<file path="config.mk">
export PLATFORM = sky130hd
export DESIGN_NAME = pocsag_codeword_batch_encoder_unit
export DESIGN_NICKNAME = d
export VERILOG_FILES = /design/src/design/pcbe_pkg.sv /design/src/design/pcbe_bch.sv /design/src/design/pocsag_codeword_batch_encoder_unit.sv
export SDC_FILE = /design/constraint.sdc
export NUM_CORES = 1
export LEC_CHECK = 0
export ABC_AREA = 1
export BUFFER_PORTS_ARGS = -buffer_cell sky130_fd_sc_hd__buf_2
export CELL_PAD_IN_SITES_DETAIL_PLACEMENT = 1
export CELL_PAD_IN_SITES_GLOBAL_PLACEMENT = 2
export CORE_ASPECT_RATIO = 0.6
export CORE_MARGIN = 10
export CORE_UTILIZATION = 32
export CTS_CLUSTER_SIZE = 8
export DETAILED_ROUTE_END_ITERATION = 12
export PLACE_DENSITY = 0.85
export SLEW_MARGIN = 20
export SYNTH_ARGS = -nofsm -noshare
export SYNTH_HDL_FRONTEND = slang
export SYNTH_HIERARCHICAL = 1
export SYNTH_SLANG_ARGS = --single-unit
</file>
<file path="constraint.sdc">
create_clock -name clk_i -period 6.85 [get_ports clk_i]
set_input_delay 1.37 -clock clk_i [delete_from_list [all_inputs] [get_ports clk_i]]
set_output_delay 1.37 -clock clk_i [all_outputs]
set_load 0.05 [all_outputs]
</file>
<file path="src/design/pcbe_pkg.sv">
// ----------------------------------------------------------------------------
// pcbe_pkg
// Shared types and constants for the POCSAG codeword batch encoder.
// ----------------------------------------------------------------------------
package pcbe_pkg;

  localparam int unsigned BatchWords  = 16;
  localparam int unsigned MaxPreamble = 32;

  localparam int unsigned MsgBits   = 21;
  localparam int unsigned CheckBits = 10;
  localparam int unsigned WordBits  = 32;

  localparam logic [31:0] SyncWord     = 32'h7CD2_15D8;
  localparam logic [31:0] IdleWord     = 32'h7A89_C197;
  localparam logic [31:0] PreambleWord = 32'hAAAA_AAAA;
  // x^10+x^9+x^8+x^6+x^5+x^3+1, aligned to the top of the remainder register
  localparam logic [31:0] BchGen       = 32'hED20_0000;

  typedef enum logic [1:0] {
    CMD_START   = 2'd0,
    CMD_MESSAGE = 2'd1,
    CMD_END     = 2'd2,
    CMD_NONE    = 2'd3
  } cmd_e;

  typedef enum logic [2:0] {
    KIND_PREAMBLE = 3'd0,
    KIND_SYNC     = 3'd1,
    KIND_IDLE     = 3'd2,
    KIND_ADDRESS  = 3'd3,
    KIND_MESSAGE  = 3'd4
  } word_kind_e;

  typedef struct packed {
    logic                 start;
    logic [MsgBits-1:0]   msg;
  } bch_req_t;

endpackage

</file>
<file path="src/design/pcbe_bch.sv">
// ----------------------------------------------------------------------------
// pcbe_bch
// Bit-serial BCH(31,21) encoder with even parity; one division step a cycle.
// ----------------------------------------------------------------------------
module pcbe_bch (
  input  logic                                  clk_i,
  input  logic                                  rst_ni,
  input  pcbe_pkg::bch_req_t                    req_i,
  output logic                                  done_o,
  output logic [pcbe_pkg::WordBits-1:0]         codeword_o
);
  import pcbe_pkg::*;

  logic [WordBits-1:0]  rem_q, rem_d;
  logic [MsgBits-1:0]   msg_q;
  logic [4:0]           cnt_q;
  logic                 busy_q;
  logic [CheckBits-1:0] check;

  always_comb begin
    rem_d = rem_q[WordBits-1] ? (rem_q ^ BchGen) : rem_q;
    rem_d = {rem_d[WordBits-2:0], 1'b0};
  end

  always_ff @(posedge clk_i or negedge rst_ni) begin
    if (!rst_ni) begin
      busy_q <= 1'b0;
      cnt_q  <= '0;
    end else if (req_i.start) begin
      busy_q <= 1'b1;
      cnt_q  <= 5'(MsgBits - 1);
    end else if (busy_q) begin
      cnt_q <= cnt_q - 5'd1;
      if (cnt_q == '0) begin
        busy_q <= 1'b0;
      end
    end
  end

  always_ff @(posedge clk_i) begin
    if (req_i.start) begin
      msg_q <= req_i.msg;
      rem_q <= {req_i.msg, {(WordBits-MsgBits){1'b0}}};
    end else if (busy_q) begin
      rem_q <= rem_d;
    end
  end

  assign check      = rem_q[WordBits-1 -: CheckBits];
  assign done_o     = !busy_q;
  assign codeword_o = {msg_q, check, ^{msg_q, check}};

endmodule

</file>
<file path="src/design/pocsag_codeword_batch_encoder_unit.sv">
// ----------------------------------------------------------------------------
// pocsag_codeword_batch_encoder_unit
// POCSAG transmit codeword stream builder (preamble, sync, idle, address and
// message codewords in 16-word batches).
// ----------------------------------------------------------------------------
// Usage:
//   Slave stream: tuser carries the command (start, message, end); tdata the
//   address, function bits and payload. One transaction per command.
//   Master stream: one codeword per transaction, tuser is the word kind,
//   tlast marks the final word caused by a command.
//   Config channel: preamble word count, always ready; write only when idle.
// Timing:
//   A command is taken only while the sequencer is idle. Filler words
//   (preamble, sync, idle) leave at one per cycle while the receiver keeps
//   up. Address and message codewords come from a bit-serial BCH unit that
//   starts when the command is taken; the word is registered once the unit
//   is done, and the sequencer then returns to idle for the next command.
//   A start command sends up to 48 words (preamble, sync, idles, address),
//   an end command its padding words.
//   A one-word output register lets the next command in while the last word
//   still waits; a stalled receiver simply holds the sequencer.
// Reset: batch position 0, preamble count 18, output empty.
// ----------------------------------------------------------------------------
module pocsag_codeword_batch_encoder_unit (
  input  logic        clk_i,
  input  logic        rst_ni,
  // config: preamble_words
  input  logic        cfg_valid_i,
  output logic        cfg_ready_o,
  input  logic [5:0]  cfg_data_i,
  input  logic        s_axis_tvalid_i,
  output logic        s_axis_tready_o,
  // [20:0] address, [22:21] function_bits, [42:23] payload, [47:43] zero
  input  logic [47:0] s_axis_tdata_i,
  // [1:0] cmd
  input  logic [1:0]  s_axis_tuser_i,
  output logic        m_axis_tvalid_o,
  input  logic        m_axis_tready_i,
  // [31:0] codeword
  output logic [31:0] m_axis_tdata_o,
  // [2:0] word_kind
  output logic [2:0]  m_axis_tuser_o,
  output logic        m_axis_tlast_o
);
  import pcbe_pkg::*;

  typedef enum logic [2:0] {
    ST_IDLE,
    ST_PRE,
    ST_SYNC,
    ST_FILL,
    ST_CODE,
    ST_PAD
  } state_e;

  state_e      state_q;
  logic [5:0]  pre_q;
  logic [4:0]  pos_q;
  logic [5:0]  cnt_q;
  logic [2:0]  frame_q;
  cmd_e        cmd_q;
  word_kind_e  code_kind_q;

  logic        out_valid_q;
  logic [31:0] out_data_q;
  word_kind_e  out_kind_q;
  logic        out_last_q;

  bch_req_t    bch_req;
  logic        bch_done;
  logic [31:0] bch_word;

  logic        in_fire;
  logic        can_emit;
  logic        word_emit;
  cmd_e        in_cmd;
  logic [20:0] in_address;
  logic [1:0]  in_fbits;
  logic [19:0] in_payload;
  logic [5:0]  pre_sat;

  assign in_cmd     = cmd_e'(s_axis_tuser_i);
  assign in_address = s_axis_tdata_i[20:0];
  assign in_fbits   = s_axis_tdata_i[22:21];
  assign in_payload = s_axis_tdata_i[42:23];

  assign s_axis_tready_o = (state_q == ST_IDLE);
  assign in_fire         = s_axis_tvalid_i && s_axis_tready_o;
  assign can_emit        = !out_valid_q || m_axis_tready_i;
  assign word_emit       = can_emit && ((state_q == ST_PRE) || (state_q == ST_SYNC) ||
                                        (state_q == ST_FILL) || (state_q == ST_PAD) ||
                                        ((state_q == ST_CODE) && bch_done));
  assign cfg_ready_o     = 1'b1;
  assign pre_sat         = (pre_q > 6'(MaxPreamble)) ? 6'(MaxPreamble) : pre_q;

  always_comb begin
    bch_req.start = in_fire && (in_cmd == CMD_START || in_cmd == CMD_MESSAGE);
    bch_req.msg   = (in_cmd == CMD_MESSAGE) ? {1'b1, in_payload}
                                            : {1'b0, in_address[20:3], in_fbits};
  end

  pcbe_bch u_bch (
    .clk_i      (clk_i),
    .rst_ni     (rst_ni),
    .req_i      (bch_req),
    .done_o     (bch_done),
    .codeword_o (bch_word)
  );

  always_ff @(posedge clk_i or negedge rst_ni) begin
    if (!rst_ni) begin
      pre_q <= 6'd18;
    end else if (cfg_valid_i) begin
      pre_q <= cfg_data_i;
    end
  end

  always_ff @(posedge clk_i or negedge rst_ni) begin
    if (!rst_ni) begin
      state_q     <= ST_IDLE;
      pos_q       <= '0;
      cnt_q       <= '0;
      frame_q     <= '0;
      cmd_q       <= CMD_NONE;
      code_kind_q <= KIND_ADDRESS;
      out_valid_q <= 1'b0;
      out_data_q  <= '0;
      out_kind_q  <= KIND_IDLE;
      out_last_q  <= 1'b0;
    end else begin
      if (word_emit) begin
        out_valid_q <= 1'b1;
      end else if (out_valid_q && m_axis_tready_i) begin
        out_valid_q <= 1'b0;
      end
      unique case (state_q)
        ST_IDLE: begin
          if (in_fire) begin
            cmd_q <= in_cmd;
            unique case (in_cmd)
              CMD_START: begin
                frame_q     <= in_address[2:0];
                code_kind_q <= KIND_ADDRESS;
                pos_q       <= {1'b0, in_address[2:0], 1'b1};
                cnt_q       <= pre_sat;
                state_q     <= (pre_sat != '0) ? ST_PRE : ST_SYNC;
              end
              CMD_MESSAGE: begin
                code_kind_q <= KIND_MESSAGE;
                if (pos_q >= 5'(BatchWords)) begin
                  pos_q   <= 5'd1;
                  state_q <= ST_SYNC;
                end else begin
                  pos_q   <= pos_q + 5'd1;
                  state_q <= ST_CODE;
                end
              end
              CMD_END: begin
                cnt_q   <= (pos_q >= 5'(BatchWords)) ? 6'd1
                                                     : 6'(BatchWords) - {1'b0, pos_q};
                pos_q   <= '0;
                state_q <= ST_PAD;
              end
              CMD_NONE: begin
                state_q <= ST_IDLE;
              end
              default: state_q <= ST_IDLE;
            endcase
          end
        end
        ST_PRE: begin
          if (can_emit) begin
            out_data_q  <= PreambleWord;
            out_kind_q  <= KIND_PREAMBLE;
            out_last_q  <= 1'b0;
            cnt_q       <= cnt_q - 6'd1;
            if (cnt_q == 6'd1) begin
              state_q <= ST_SYNC;
            end
          end
        end
        ST_SYNC: begin
          if (can_emit) begin
            out_data_q  <= SyncWord;
            out_kind_q  <= KIND_SYNC;
            out_last_q  <= 1'b0;
            cnt_q       <= {2'b0, frame_q, 1'b0};
            // start commands idle up to their frame before the address word
            if (cmd_q == CMD_START && frame_q != '0) begin
              state_q <= ST_FILL;
            end else begin
              state_q <= ST_CODE;
            end
          end
        end
        ST_FILL, ST_PAD: begin
          if (can_emit) begin
            out_data_q  <= IdleWord;
            out_kind_q  <= KIND_IDLE;
            out_last_q  <= (state_q == ST_PAD) && (cnt_q == 6'd1);
            cnt_q       <= cnt_q - 6'd1;
            if (cnt_q == 6'd1) begin
              state_q <= (state_q == ST_PAD) ? ST_IDLE : ST_CODE;
            end
          end
        end
        ST_CODE: begin
          if (can_emit && bch_done) begin
            out_data_q  <= bch_word;
            out_kind_q  <= code_kind_q;
            out_last_q  <= 1'b1;
            state_q     <= ST_IDLE;
          end
        end
        default: state_q <= ST_IDLE;
      endcase
    end
  end

  assign m_axis_tvalid_o = out_valid_q;
  assign m_axis_tdata_o  = out_data_q;
  assign m_axis_tuser_o  = out_kind_q;
  assign m_axis_tlast_o  = out_last_q;

endmodule
</file>
Word level (Yosys, flattened, before mapping)
Cells that the tools add are included.
{ "totals": {"memories": 0, "regBits": 123, "elab_cells": 131, "ramBits": 0, "in_bits": 61, "romBits": 0, "latchBits": 0} }
{ "op_classes": {"n_bitwise": 1, "n_addsub": 4, "n_div": 0, "multipliers": 0, "n_mux": 48, "n_eq_ne": 19, "n_reduce_logical": 41, "order_cmp": 2, "shifts": 0} }
{ "ops": {"columns": ["op", "n"], "rows": [
  ["two-way mux 32 bit", 6],
  ["one-hot mux 32 bit (4 select lines)", 1],
  ["two-way mux 3 bit", 14],
  ["two-way mux 31 bit", 1],
  ["parity 31 bit", 1],
  ["two-way mux 6 bit", 5],
  ["one-hot mux 3 bit (4 select lines)", 2],
  ["two-way mux 21 bit", 1],
  ["one-hot mux 6 bit (3 select lines)", 1],
  ["two-way mux 5 bit", 3],
  ["one-hot mux 3 bit (5 select lines)", 1],
  ["one-hot mux 5 bit (3 select lines)", 1],
  ["one-hot mux 6 bit (2 select lines)", 1],
  ["nonzero test 3 bit", 4],
  ["!= test 2 x 1 -> 1 bit (second input constant)", 5],
  ["AND reduction 5 bit", 2],
  ["AND reduction 3 bit", 3],
  ["logical AND 1 bit", 8],
  ["two-way mux 1 bit", 8],
  ["!= test 2 bit (second input constant)", 4],
  ["AND reduction 7 bit", 1],
  ["equality test 3 x 2 -> 1 bit (second input constant)", 2],
  ["equality test 3 bit (second input constant)", 2],
  ["equality test 6 x 1 -> 1 bit (second input constant)", 1],
  ["other kinds (26)", 37]
]} }

Depth between registers and ports, before layout
{ "depth": {"word_depth": 7, "depth_mapped": 16, "mapped_depth_nobuf": 16} }

By module
The synthesis kept the hierarchy.
{ "modules_own_cells": {"columns": ["module", "cells_per_inst", "area_per_inst_um2", "instances"], "rows": [
  ["pocsag_codeword_batch_encoder_unit", 513, 3786.1, 1],
  ["pcbe_bch", 299, 2531.2, 1]
]} }

Worst setup path before layout
Ideal clock, no wire load.
{ "synth_timing": {"path_kind": "in2reg", "startpoint": "input port s_axis_tuser_i[1]", "endpoint": "register u_bch.rem_q[11], enable pin", "arrival_ps": 3346, "required_time_ps": 6473, "path_stages": 9, "slack_ps": 3127, "setup_time_ps": 377, "cell_sequence": "inv_1 -> ha_1 -> inv_1 -> nor2_1 -> inv_1 -> nand2_1 -> clkbuf_1 -> nor2_1 -> inv_1"} }
{ "synth_rtl": {"columns": ["item", "line", "text"], "rows": [
  ["start, declared", "pocsag_codeword_batch_encoder_unit.sv:36", "input logic [1:0] s_axis_tuser_i,"],
  ["end signal, assigned", "pcbe_bch.sv:43", "rem_q <= {req_i.msg, {(WordBits-MsgBits){1'b0}}};"],
  ["end signal, assigned", "pcbe_bch.sv:45", "rem_q <= rem_d;"],
  ["end, declared", "pcbe_bch.sv:14", "logic [WordBits-1:0] rem_q, rem_d;"]
]} }

==> impl_metrics.yaml <==
power_and_ir_drop:
  irDropWorstVdd_mv: 0.208
  p_leak_nw: 3.57
  power_density_mw_per_mm2: 502
  total_power_w: 0.00361
drt:
  routedWlPerCell_microns: 16.3
  drt-initial-drc-count: 331
  dr.pass1.iters: 5
  vias: 5313
  routed_wl_microns: 18800
  vias_per_cell: 4.62
  postRouteAntennaNets: 0
  drc: 0
clocking:
  cts_tree: "done"
  htreeDepth: 3
  clockBufferDepth: 2
  clk_latency_ps: 360
  hold_buffers: 0
  cts_num_sinks: 112
  clk_pin_slew_ps: 80
  cts_resized: 0
  post_cts_buffers: 0
  cts_root_buf: "clkbuf_16"
  cts_buffers: 9
yosys:
  synth_area_leaders: "dfrtp_1, nand2_1, edfxtp_1"
  yosysWarnings: 6
  yosysUniqueCellTypes: 37
  ys_seq_area_frac: 0.478
  syn_area_sq_mm: 0.00632
  syn_nets: 883
  syn_avg_cell_area_sq_um: 7.78
  netlist.area_leader.share: 0.254
  synth_seq_cells: 112
  synth_cells: 812
  synth_largest_area_cell: "dfrtp_1"
critical_path:
  rr_startpoint: "state_q[1]"
  path_cells: "buf_2 -> inv_1 -> ha_1 -> inv_1 -> nor2_1 -> inv_1 -> nand2_2 -> buf_4 -> nor2_1 -> inv_1"
  critPathMaxFanout: 57
  ff2ff_path_depth: 10
  critPathMaxStageDelay_ps: 740
  crit_buf_inv: 6
  worst_setup_path_end_kind: "register"
  startpoint_type: "primary input"
  slowest_stage: "inv_1"
  reg2reg_to: "u_bch/rem_q[20]"
  reg2reg_setup_slack_ps: 3590
  path_class: "in2reg"
  crit_top_cell: "inv_1"
  required_ps: 6830
  critPathTopFamily: "buffers and inverters"
  critical_path_arrival_ps: 3980
min_path:
  whs_endpoint: "m_axis_tdata_o[29]"
  hold_class: "reg2reg"
  holdCritStartpoint: "m_axis_tdata_o[29]"
  hold_depth: 2
sta:
  finalCriticalPeriod_ps: 4000
  rsz0062_at_grt: "no"
  finalHoldViolCount: 0
  tightest_slew_ps: 1080
  fmax_mhz: 250
  tns_ps: 0
  drv_slew: 0
  setup_violations: 0
  fin_skew_ps: 16.5
  period_share: 0.585
  timing.slew.headroom: 0.281
floorplanning:
  dieArea_sq_mm: 0.0259
  coreArea_sq_mm: 0.0192
  std_cell_rows: 39
  die_w_microns: 201
  die_h_microns: 129
  start_util: 0.329
  ios: 100
flow_run:
  max_cap_violations: 0
global_route:
  first_global_vias: 5417
  grt_use_total: 0.144
  grt_pass1_wl_microns: 30100
  gr-total-overflow: 0
  grt_max_degree: 71
  antenna_found_initial: 0
cells_and_area:
  final_util: 0.375
  layout_commonest_cell: "nand2_1"
  drive_gt1_frac: 0.169
  fill_cells: 2416
  layout_common_cells: "nand2_1, buf_2, inv_1"
  antenna_cells: 0
  syn_to_final_growth_pct: 14.0
  fin_area_sq_mm: 0.00720
  nNetsFinal: 951
place:
  hpwl_microns: 14200
  place_area_sq_mm: 0.00689
  place.gp.congestion: 0.800
  port_buffers: 93
status:
  outcome: "complete, no violations"
## stage by stage
step           hold WS (ps)  setup WS (ps)  std cells
2_1_floorplan           442           3130        812
3_3_place_gp            456           2500       1135
3_5_place_dp            464           2420       1135
4_1_cts                 484           2800       1151
5_1_grt                 509           2510       1151
6_report                484           2850       1151
## flip-flops by register name (all words and copies together), names as in the netlist
| name | cells |
|---|---|
| frame_q | 3 |
| code_kind_q | 2 |
| u_bch/cnt_q | 5 |
| pos_q | 5 |
| pre_q | 6 |
| u_bch/msg_q | 21 |
| u_bch/rem_q | 21 |
| m_axis_tlast_o | 1 |
| u_bch/busy_q | 1 |
| m_axis_tdata_o | 32 |
| m_axis_tvalid_o | 1 |
| state_q | 3 |
| cmd_q | 2 |
| cnt_q | 6 |
| m_axis_tuser_o | 3 |
## area by class of cell
type                    count  area [sq um]  area share
clock buffers               9           225      0.0313
clock inverters             7          83.8      0.0116
multi-input cells         584          2760       0.383
repair buffers             95           483      0.0671
well taps                 266           333      0.0462
inverters                  78           295      0.0410
flip-flops and latches    112          3020       0.419
## cells by family after synthesis
logic type	Yosys count	synth area share
other cells	1	0.000594
buf+inv	116	0.0852
flops	112	0.478
xor+xnor	18	0.0261
fa+ha+maj	10	0.0198
simple gates	458	0.295
mux	3	0.00535
compound gates	94	0.0901
## routing by layer
| layer | vias to the layer above | wire (microns) | share of wire | track usage |
|---|---|---|---|---|
| li1 | 2704 | - | - | - |
| met1 | 2520 | 10400 | 0.55 | 0.217 |
| met2 | 84 | 7760 | 0.41 | 0.212 |
| met3 | 5 | 635 | 0.034 | 0.0288 |
| met4 | 0 | 42 | 0.0022 | 0.0145 |
| met5 | - | 0 | 0 | 0 |
## worst max path at each step
stage,depth (start not counted),slack (ps),from,to
global route,10,2510,s_axis_tuser_i[1],u_bch/rem_q[19]
global placement,10,2500,s_axis_tuser_i[1],u_bch/rem_q[11]
CTS,10,2800,s_axis_tuser_i[1],u_bch/rem_q[19]
finish,10,2850,s_axis_tuser_i[1],u_bch/rem_q[20]
detailed placement,10,2420,s_axis_tuser_i[1],u_bch/rem_q[12]
floorplan,9,3130,s_axis_tuser_i[1],u_bch/rem_q[11]
## power breakdown
part,leakage (nW),switching [W],internal (W)
logic,2.18,0.00130,0.000514
registers,1.23,0.000228,0.00102
clock network,0.151,0.000286,0.000263
total,3.57,0.00181,0.00180
## synthesized netlist by cell type, drive strengths merged
library cell	instances
a21oi	19
or2	1
conb	1
o22ai	2
mux2	3
ha	10
o211ai	1
o21a	23
nand4	5
dfrtp	64
nor2	48
dfstp	6
nand2	347
buf	26
a31oi	3
clkbuf	12
a21boi	3
xnor2	10
o31ai	1
nand3b	3
o21ai	42
edfxtp	42
inv	78
nand3	54
xor2	8
## tightest hold or removal path: stages, from the launching register on
cell,delay (ps)
dfrtp_1,350
nand2_1,50
o21ai_0,50
Note: power is estimated with default switching activity, not from simulation.
